--- config.mk ---
export PLATFORM = sky130hd
export DESIGN_NAME = hbq_ctrl
export DESIGN_NICKNAME = d
export VERILOG_FILES = /design/src/hdl/hbq_pkg.sv /design/src/hdl/hbq_ctrl.sv
export SDC_FILE = /design/constraint.sdc
export NUM_CORES = 1
export LEC_CHECK = 0
export BUFFER_PORTS_ARGS = -buffer_cell sky130_fd_sc_hd__buf_2
export CAP_MARGIN = 5
export CORE_AREA = 2 2 39 41
export DETAILED_ROUTE_END_ITERATION = 10
export DIE_AREA = 0 0 41 43
export GPL_TIMING_DRIVEN = 0
export SLEW_MARGIN = 15
export SYNTH_ARGS = -nofsm -noshare
export SYNTH_HDL_FRONTEND = slang
export SYNTH_SLANG_ARGS = --single-unit
--- constraint.sdc ---
create_clock -name i_clk -period 1.45 [get_ports i_clk]
set_clock_uncertainty 0.05 [all_clocks]
set_input_delay 0 -clock i_clk [delete_from_list [all_inputs] [get_ports i_clk]]
set_output_delay 0 -clock i_clk [all_outputs]
set_load 0.05 [all_outputs]
--- src/hdl/hbq_pkg.sv ---
`default_nettype none

package hbq_pkg;

    localparam int STATUS_WIDTH = 2;

    localparam logic ACT_INSERT = 1'b0;
    localparam logic ACT_REMOVE = 1'b1;

    typedef enum logic [STATUS_WIDTH-1:0] {
        ST_OK    = 2'd0,
        ST_EMPTY = 2'd1,
        ST_FULL  = 2'd2
    } t_status;

    typedef enum logic [2:0] {
        S_IDLE,
        S_DECODE,
        S_UP_RD,
        S_UP_CMP,
        S_REM_LD,
        S_DN_RD,
        S_DN_CMP,
        S_FIN
    } t_state;

    // controller -> datapath
    typedef struct packed {
        logic    cap;
        logic    ins_start;
        logic    rd_parent;
        logic    up_step;
        logic    place;
        logic    rd_rem;
        logic    rem_load;
        logic    rd_child;
        logic    dn_step;
        logic    set_status;
        t_status status_code;
        logic    finish;
    } t_dp_cmd;

    // datapath -> controller
    typedef struct packed {
        logic act_remove;
        logic full;
        logic empty;
        logic last;
        logic pos_zero;
        logic up_less;
        logic left_out;
        logic dn_swap;
        logic out_free;
    } t_dp_stat;

endpackage

`default_nettype wire

--- src/hdl/hbq_ctrl.sv ---
`default_nettype none

module hbq_ctrl
    import hbq_pkg::*;
(
    input  wire logic     i_clk,
    input  wire logic     i_rst_n,
    input  wire logic     i_in_valid,
    output logic          o_in_ready,
    input  wire t_dp_stat i_stat,
    output t_dp_cmd       o_cmd
);

    t_state r_state, n_state;

    always_ff @(posedge i_clk) begin
        if (!i_rst_n) begin
            r_state <= S_IDLE;
        end else begin
            r_state <= n_state;
        end
    end

    always_comb begin
        n_state    = r_state;
        o_cmd      = '0;
        o_in_ready = 1'b0;
        unique case (r_state)
            S_IDLE: begin
                o_in_ready = 1'b1;
                if (i_in_valid) begin
                    o_cmd.cap = 1'b1;
                    n_state   = S_DECODE;
                end
            end
            S_DECODE: begin
                if (!i_stat.act_remove) begin
                    if (i_stat.full) begin
                        o_cmd.set_status  = 1'b1;
                        o_cmd.status_code = ST_FULL;
                        n_state           = S_FIN;
                    end else begin
                        o_cmd.ins_start = 1'b1;
                        n_state         = S_UP_RD;
                    end
                end else if (i_stat.empty) begin
                    o_cmd.set_status  = 1'b1;
                    o_cmd.status_code = ST_EMPTY;
                    n_state           = S_FIN;
                end else begin
                    o_cmd.rd_rem = 1'b1;
                    n_state      = S_REM_LD;
                end
            end
            S_UP_RD: begin
                if (i_stat.pos_zero) begin
                    o_cmd.place = 1'b1;
                    n_state     = S_FIN;
                end else begin
                    o_cmd.rd_parent = 1'b1;
                    n_state         = S_UP_CMP;
                end
            end
            S_UP_CMP: begin
                if (i_stat.up_less) begin
                    o_cmd.up_step = 1'b1;
                    n_state       = S_UP_RD;
                end else begin
                    o_cmd.place = 1'b1;
                    n_state     = S_FIN;
                end
            end
            S_REM_LD: begin
                o_cmd.rem_load = 1'b1;
                n_state        = i_stat.last ? S_FIN : S_DN_RD;
            end
            S_DN_RD: begin
                if (i_stat.left_out) begin
                    o_cmd.place = 1'b1;
                    n_state     = S_FIN;
                end else begin
                    o_cmd.rd_child = 1'b1;
                    n_state        = S_DN_CMP;
                end
            end
            S_DN_CMP: begin
                if (i_stat.dn_swap) begin
                    o_cmd.dn_step = 1'b1;
                    n_state       = S_DN_RD;
                end else begin
                    o_cmd.place = 1'b1;
                    n_state     = S_FIN;
                end
            end
            S_FIN: begin
                // hold the result until the output register is free
                if (i_stat.out_free) begin
                    o_cmd.finish = 1'b1;
                    n_state      = S_IDLE;
                end
            end
            default: n_state = S_IDLE;
        endcase
    end

    a_accept_decodes: assert property (@(posedge i_clk) disable iff (!i_rst_n)
        (i_in_valid && o_in_ready) |=> (r_state == S_DECODE))
        else $error("accepted word not decoded");

    a_finish_free: assert property (@(posedge i_clk) disable iff (!i_rst_n)
        o_cmd.finish |-> i_stat.out_free)
        else $error("result loaded into busy output register");

    a_full_no_insert: assert property (@(posedge i_clk) disable iff (!i_rst_n)
        (r_state == S_DECODE && !i_stat.act_remove && i_stat.full) |=> (r_state == S_FIN))
        else $error("insert started on full heap");

endmodule

`default_nettype wire

Yosys cells after proc, flatten, opt, wreduce, memory -nomap -nowiden
Index checks and enable logic that the tools add are counted.
W data, S select, Z words.
{ "totals": {"reg_bits": 3, "input_bits": 12} }
{ "classes": {"n_eq_ne": 9, "n_mux": 40, "n_reduce_logical": 2} }
{ "ops": {"columns": ["operator", "count"], "rows": [
  ["$mux W3", 10],
  ["$mux W1", 25],
  ["$pmux W3 S8", 1],
  ["$eq A3 B3 Y1 const B", 4],
  ["$eq A3 B2 Y1 const B", 2],
  ["$mux W2", 3],
  ["$ne A2 B2 Y1 const B", 2],
  ["$pmux W1 S4", 1],
  ["$eq A3 B1 Y1 const B", 1],
  ["$logic_not A3 Y1", 1],
  ["$reduce_and A2 Y1", 1]
]} }

Logic depth before layout (Yosys ltp)
Gate-level depths: netlist (run 1).
{ "logic_depth": {"word_depth": 3, "mapped_depth": 5, "mapped_depth_nobuf": 4} }

Least setup slack after synthesis (run 1)
No wires, ideal clock.
{ "synth_timing": {"kind": "register to output", "startpoint": "reg r_state[1]", "endpoint": "out o_cmd[2] (netlist name)", "t_arrival_ns": 2.192, "required_ns": 1.400, "setup_slack_ns": -0.792, "path_stages_with_launch": 3, "n_path_buf": 0, "cell_sequence": "dfxtp_1 -> nand2b_2 -> nor4b_1"} }
{ "synth_rtl": {"columns": ["element", "line_no", "rtl"], "rows": [
  ["start, declared", "hbq_ctrl.sv:14", "t_state r_state, n_state;"],
  ["start signal, assigned", "hbq_ctrl.sv:20", "r_state <= n_state;"],
  ["end, declared", "hbq_ctrl.sv:11", "output t_dp_cmd o_cmd"]
]} }

==> impl_metrics.yaml, run 1 <==
layout:
  layout_common_cells: "20 x buf_2, 6 x nor2_1, 6 x nand2_1"
  final_nets: 97
  areaGrowthSynthToFinish_pct: 80.0
  post-route-util_pct: 46.4
  reg.largest.list: "r_state: 3 flops"
  layout_commonest_cell: "buf_2"
  top_register: "r_state"
  largest_register_ffs: 3
  drive_above_1_share_pct: 56.0
  antennaDiodeCount: 0
timing:
  maxSlewViolCount: 0
  finalCritPeriodShare_pct: 95.9
  slew_headroom_pct: 82.9
  period_minus_slack_ps: 1390
  worst_slew_pin_slew_ps: 249
  report.final.hold_viol_count: 0
  grt_setup_unrepaired: "false"
  max_freq_mhz: 719
  fin_setup_tns_ps: 0
  final-setup-viol-count: 0
clock_tree:
  cts_root_buffer: "clkbuf_4"
  cts_buffers: 3
  clk_latency_ps: 230
  clk_pin_slew_ps: 40
  htreeDepth: 1
  clock_path_buffers: 2
  clock-sinks: 3
  cts_tree: "yes"
die:
  start_util_pct: 25.8
  die_area_sq_um: 1760
  die_h_um: 43
  ios: 26
  num_rows: 14
  die_x_um: 41
  core_sq_um: 1380
route:
  routedWlPerCell_um: 11.2
  first_pass_iters: 2
  vias: 485
  drtIter0Drc: 3
  viasPerCell: 4.85
  routed_wl_um: 1120
  antenna_left: 0
  route.detailed.drc: 0
global_route:
  antenna_found_initial: 0
  grt_usage_pct: 14.5
  grt_pass1_vias: 442
  grt_pass1_wl_um: 1790
  grt_overflow: 0
  grt_max_degree: 11
placed_design:
  place_congestion: 0.785
  hpwl_um: 864
  port-buffer-count: 25
pwr:
  p_leak_nw: 0.299
  finalPower_mw: 0.841
  irDropWorstVdd_uv: 552
  power_density_nw_per_um2: 1310
critical_path:
  cp-start-kind: "flip-flop"
  crit_family: "simple AND/OR/NAND/NOR gates"
  crit_slowest_cell: "or3_4"
  critical-path-max-stage-delay_ps: 390
  worst_setup_path_end_kind: "primary output"
  path_class: "reg2out"
  critical_path_arrival_ps: 1340
  required_ps: 1400
  crit_buf_inv: 2
  critPathMaxFanout: 6
  worstPathCellList: "or3_4, clkinvlp_4, and2_2, buf_8"
logic_synthesis:
  synthCells: 53
  ys_ff_latch: 3
  synth.distinct_cells: 28
  ys_seq_area_share_pct: 16.8
  ys_warn_count: 0
  syn-num-nets: 65
  mappedNetlistArea_sq_um: 357
  synth.avg_cell_area_sq_um: 6.73
min_path:
  holdCritPathClass: "in2reg"
job:
  maxCapViolCount: 0
status:
  status: "finished clean"
per-layer routing:
layer  GRT usage (%)  up-vias  routed length (um)
li1                -      250                   -
met1            18.0      218                 483
met2            22.8       17                 558
met3            1.57        0                  78
met4            8.00        0                   0
met5               0        -                   0
cells by family after synthesis:
| kind of cell | Yosys count | synth area share [%] |
|---|---|---|
| mux | 2 | 5.61 |
| simple gates | 31 | 49.5 |
| compound gates | 10 | 18.9 |
| flops | 3 | 16.8 |
| buf+inv | 7 | 9.12 |
through the flow:
step                      cells  setup WS [ps]  hold slack (ps)  instance area [sq um]
after CTS                    99          0.102             27.8                    603
after floorplan              53           -142             51.1                    402
after detailed placement     94           97.7              207                    547
after global routing        100           3.86             52.8                    642
final                       100           59.3             35.9                    642
after global placement       94            113              212                    547
layout make-up:
type / count / area, sq um
buffer: 3 / 26.3
timing repair buffer: 27 / 163
inverter: 4 / 18.8
tap: 16 / 20.0
clock buffer: 4 / 26.3
sequential: 3 / 65.1
multi-input combinational: 43 / 323
fill: 152 / 742
synthesized netlist by cell type, drive strengths merged:
cell / number / area (sq um)
or3: 1 / 6.26
and4: 1 / 8.76
nor3: 2 / 15.0
a21oi: 1 / 5.00
a22o: 1 / 8.76
a21boi: 1 / 7.51
nor4: 2 / 12.5
o211ai: 1 / 7.51
mux2i: 2 / 20.0
nor4b: 1 / 8.76
nand4: 1 / 6.26
o221a: 1 / 11.3
dfxtp: 3 / 60.1
nand2b: 4 / 27.5
inv: 4 / 15.0
o21ai: 4 / 20.0
nor2: 6 / 22.5
nor2b: 1 / 6.26
nand3: 1 / 5.00
o21bai: 1 / 7.51
nand2: 6 / 22.5
and2: 1 / 6.26
nor3b: 3 / 22.5
buf: 3 / 17.5
and3: 1 / 6.26
where the power goes:
part           internal (mW)  leakage, nW  total (mW)  switching [mW]
Sequential             0.106       0.0257       0.134          0.0277
Clock                  0.103       0.0150       0.145          0.0424
Combinational          0.209        0.259       0.562           0.353
path summary, 6_finish.rpt:
path | depth (start not counted) | endpoint | startpoint | slack (ps)
setup / recovery | 4 | o_cmd[12] | r_state[2] | 60
hold / removal | 2 | r_state[0] | i_in_valid | 40
setup reg to reg | 5 | r_state[0] | r_state[1] | 220
hold reg to reg | 3 | r_state[2] | r_state[2] | 570
repair_timing:
| action | in CTS | in global routing |
|---|---|---|
| resized for setup | 7 | 11 |
| pin swaps | 0 | 1 |
| hold buffers | 1 | 0 |
| setup endpoints to repair | 9 | 7 |
| buffers inserted | 0 | 1 |
| endpoints found under the hold margin | 3 | 0 |
Note: power is estimated with default switching activity, not from simulation.
==> inputs of run 2 (changes only) <==
- clock period: 1.45 -> 1.5 ns (I/O delays scaled with it)
==> run 2 against run 1 <==
Critical path depth unchanged; non-clock buffer count is 1 lower; global-route usage fell by 1.4 points; critical path type unchanged; sequential power decreased by 4%; worst hold slack got worse by 11 ps; core utilization fell by 2.3 points; combinational power down 8.9%.
==> impl_metrics.yaml, run 2 (synthesis results as in run 1) <==
status:
  status: "finished clean"
timing:
  finalCritPeriodShare_pct: 96.7
  report.final.hold_viol_count: 0
  maxSlewViolCount: 0
  period_minus_slack_ps: 1450
  max_freq_mhz: 689
  final-setup-viol-count: 0
  fin_setup_tns_ps: 0
  grt_setup_unrepaired: "true"
  fin_ws_ps: 49.5
  hold_ws_ps: 25.0
  slew_headroom_pct: 82.9
  worst_slew_pin_slew_ps: 250
global_route:
  grt_pass1_vias: 411
  grt_pass1_wl_um: 1640
  grt_max_degree: 11
  antenna_found_initial: 0
  grt_overflow: 0
  grt_usage_pct: 13.1
clock_tree:
  htreeDepth: 1
  cts_root_buffer: "clkbuf_4"
  clk_latency_ps: 230
  cts_tree: "yes"
  clock_path_buffers: 2
  postCtsSetupBuffers: 0
  clk_pin_slew_ps: 40
  clock-sinks: 3
  cts_buffers: 3
die:
  ios: 26
  start_util_pct: 25.8
  core_sq_um: 1380
  num_rows: 14
  die_h_um: 43
  die_x_um: 41
  die_area_sq_um: 1760
route:
  first_pass_iters: 4
  viasPerCell: 4.77
  antenna_left: 0
  routed_wl_um: 1050
  vias: 472
  routedWlPerCell_um: 10.6
  drtIter0Drc: 5
  route.detailed.drc: 0
layout:
  regArea_sq_um: 61.3
  multi_input_comb_area_sq_um: 313
  reg.largest.list: "r_state: 3 flops"
  layout.cells.non_filler: 99
  layout_commonest_cell: "buf_2"
  layout_common_cells: "21 x buf_2, 6 x clkbuf_4, 6 x nor2_1, 6 x nand2_1, 4 x o21ai_0"
  drive_above_1_share_pct: 53.0
  areaGrowthSynthToFinish_pct: 71.2
  antennaDiodeCount: 0
  post-route-util_pct: 44.1
  final_nets: 96
  top_register: "r_state"
  fill_cells: 156
  largest_register_ffs: 3
critical_path:
  cp-start-kind: "flip-flop"
  worstPathCellList: "or3_4, clkinvlp_4, and2_2, buf_4"
  path_class: "reg2out"
  critical_path_arrival_ps: 1400
  critPathMaxFanout: 7
  crit_family: "simple AND/OR/NAND/NOR gates"
  crit_buf_inv: 2
  crit_slowest_cell: "or3_4"
  required_ps: 1450
  worst_setup_path_end_kind: "primary output"
  crit_cells: 4
  critical-path-max-stage-delay_ps: 430
  reg2reg_depth: 4
placed_design:
  place_ws_ps: 161
  place_congestion: 0.768
  dp.cells: 94
  port-buffer-count: 25
  hpwl_um: 824
job:
  maxCapViolCount: 0
min_path:
  whs_path_depth: 2
  holdCritPathClass: "in2reg"
pwr:
  power_density_nw_per_um2: 1280
  p_leak_nw: 0.287
  irDropWorstVdd_uv: 485
run 2: cell count changes in the layout (fill, tap and decap cells not counted):
cell and delta:
buf_4 -2, dfxtp_4 -1, clkbuf_4 +1, nand2b_4 -1
buf_8 -1, dfxtp_1 +1, nand2b_2 +1, nor3b_1 +1
nor3b_2 -1, buf_2 +1
run 2: cell type report:
class                           instances  share of cell area, %
Sequential cell                         3                   10.0
Tap cell                               16                   3.28
Inverter                                4                   3.07
Multi-Input combinational cell         43                   51.2
Clock buffer                            4                   4.30
Buffer                                  3                   4.30
Timing Repair Buffer                   26                   23.8
run 2: routing by layer:
layer / GRT usage (%) / vias up / wire length [um]
met5: 0 / - / 0
met1: 17.0 / 207 / 470
met2: 19.4 / 19 / 495
li1: - / 246 / -
met3: 1.57 / 0 / 86
met4: 8.00 / 0 / 0
run 2: power breakdown:
part / internal [mW] / switching [mW] / total (mW)
Sequential: 0.0998 / 0.0291 / 0.129
Clock: 0.0995 / 0.0388 / 0.138
Combinational: 0.178 / 0.334 / 0.512
Total: 0.377 / 0.402 / 0.779
run 2: through the flow:
stage / power, mW / instance area, sq um
finish: 0.779 / 611
detailed placement: 0.602 / 547
global route: 0.829 / 611
global placement: 0.601 / 547
CTS: 0.772 / 593
floorplan: 0.501 / 402
run 2: what timing repair did:
item                                    in CTS  in global routing
endpoints found under the hold margin        3                  0
resized for setup                            3                  8
hold buffers                                 1                  0
endpoints found under the setup margin       1                  5
run 2: final timing paths:
path	from	slack (ps)	endpoint
setup / recovery	r_state[2]	50	o_cmd[12]
hold reg to reg	r_state[0]	600	r_state[0]
hold / removal	i_in_valid	20	r_state[0]
setup reg to reg	r_state[1]	270	r_state[0]
==> inputs of run 3 (changes only) <==
--- a/constraint.sdc
+++ b/constraint.sdc
@@ -4,2 +4,2 @@
 set_output_delay 0 -clock i_clk [all_outputs]
-set_load 0.05 [all_outputs]
+set_load 0.01 [all_outputs]
==> run 3 against run 2 <==
Non-clock buffer count unchanged; die area unchanged; flip-flop and latch count unchanged; sequential power down 5%; worst hold slack worse by 17 ps; worst setup slack better by 52 ps; combinational power down 40%; wire length down 2.2%; cell count unchanged; critical path type unchanged.
==> impl_metrics.yaml, run 3 (synthesis results as in run 1) <==
layout:
  drive_above_1_share_pct: 39.8
  reg.largest.list: "r_state: 3 flops"
  post-route-util_pct: 38.9
  layout_commonest_cell: "buf_2"
  antennaDiodeCount: 0
  areaGrowthSynthToFinish_pct: 50.9
  largest_register_ffs: 3
  layout.cells.non_filler: 99
  layout_common_cells: "27 x buf_2, 6 x nor2_1, 6 x nand2_1"
  fin_area_sq_um: 538
  final_nets: 96
  top_register: "r_state"
critical_path:
  critPathMaxFanout: 7
  rr_startpoint: "r_state[1]"
  worst_setup_path_end_kind: "primary output"
  critical_path_arrival_ps: 1350
  worstPathCellList: "or3_1, inv_1, and2_1, buf_2"
  reg2reg_depth: 5
  required_ps: 1450
  cp-start-kind: "flip-flop"
  crit_slowest_cell: "or3_1"
  crit_buf_inv: 2
  path_class: "reg2out"
  timing.rr.end: "r_state[0]"
  r2r_slack_ps: 260
  crit_family: "simple AND/OR/NAND/NOR gates"
  critical-path-max-stage-delay_ps: 430
route:
  viasPerCell: 4.80
  routedWlPerCell_um: 10.4
  antenna_left: 0
  routed_wl_um: 1030
  first_pass_iters: 4
  drtIter0Drc: 7
  vias: 475
  route.detailed.drc: 0
timing:
  hold_ws_ps: 8.33
  worst_slew_pin_slew_ps: 222
  final-setup-viol-count: 0
  fin_setup_tns_ps: 0
  report.final.hold_viol_count: 0
  grt_setup_unrepaired: "false"
  maxSlewViolCount: 0
  finalCritPeriodShare_pct: 93.3
  max_freq_mhz: 715
  slew_headroom_pct: 85.0
  fin_ws_ps: 101
  period_minus_slack_ps: 1400
global_route:
  antenna_found_initial: 0
  grt_pass1_wl_um: 1520
  grt_pass1_vias: 378
  grt_max_degree: 11
  grt_overflow: 0
  grt_usage_pct: 12.3
clock_tree:
  clk_pin_slew_ps: 40
  cts_root_buffer: "clkbuf_4"
  clk_latency_ps: 230
  cts_tree: "yes"
  htreeDepth: 1
  cts_resized: 0
  clock_path_buffers: 2
  cts_buffers: 3
  clock-sinks: 3
pwr:
  power_density_nw_per_um2: 1080
  finalPower_mw: 0.579
  irDropWorstVdd_uv: 414
  p_leak_nw: 0.282
die:
  start_util_pct: 25.8
  core_sq_um: 1380
  die_area_sq_um: 1760
  num_rows: 14
  die_h_um: 43
  die_x_um: 41
  ios: 26
min_path:
  holdCritPathClass: "in2reg"
  hold_start: "i_in_valid"
  whs_path_depth: 2
  hold_end: "r_state[0]"
placed_design:
  place_area_sq_um: 502
  dp.cells: 94
  port-buffer-count: 25
  place_congestion: 0.766
  hpwl_um: 789
  place_ws_ps: 269
status:
  status: "finished clean"
job:
  maxCapViolCount: 0
run 3: changes by cell type in the layout (fill, tap and decap cells not counted), sizes merged:
cell	delta
buf	+3
clkbuf	-3
inv	+1
clkinvlp	-1
run 3: area by class of cell:
type                            instances  area [sq um]
Sequential cell                         3          60.1
Clock buffer                            4          26.3
Multi-Input combinational cell         43           264
Fill cell                             153           846
Tap cell                               16          20.0
Buffer                                  3          17.5
Inverter                                4          15.0
Timing Repair Buffer                   26           135
run 3: timing repair:
action	in CTS	in global routing
setup buffers	0	0
hold buffers	1	0
hold endpoints to repair	2	0
run 3: power breakdown:
| part | internal (mW) | total (mW) | switching, mW |
|---|---|---|---|
| Sequential | 0.0982 | 0.123 | 0.0249 |
| Combinational | 0.138 | 0.309 | 0.171 |
| Clock | 0.100 | 0.147 | 0.0472 |
run 3: layer usage:
metal	part of all wire, %	wire, um	track usage, %
met4	0	0	6.00
met2	51	522	20.0
met5	0	0	0
met3	5.2	54	0
met1	44	451	16.0
run 3: how the worst max path moves through the flow:
stage,startpoint,end,slack [ps],cells after the start
2_1_floorplan,r_state[1],r_state[0],340,4
3_3_place_gp,r_state[1],r_state[0],270,5
4_1_cts,r_state[2],o_cmd[12],100,4
3_5_place_dp,r_state[1],r_state[0],270,5
5_1_grt,r_state[1],o_cmd[8],10,5
6_report,r_state[2],o_cmd[12],100,4
run 3: worst reg2reg max path: cells and delay by family (launching register included):
kind | cells | cell delay, ps
buffers and inverters | 1 | 210
DFF | 1 | 370
AOI/OAI and AO/OA | 3 | 440
and+or+nand+nor | 1 | 70
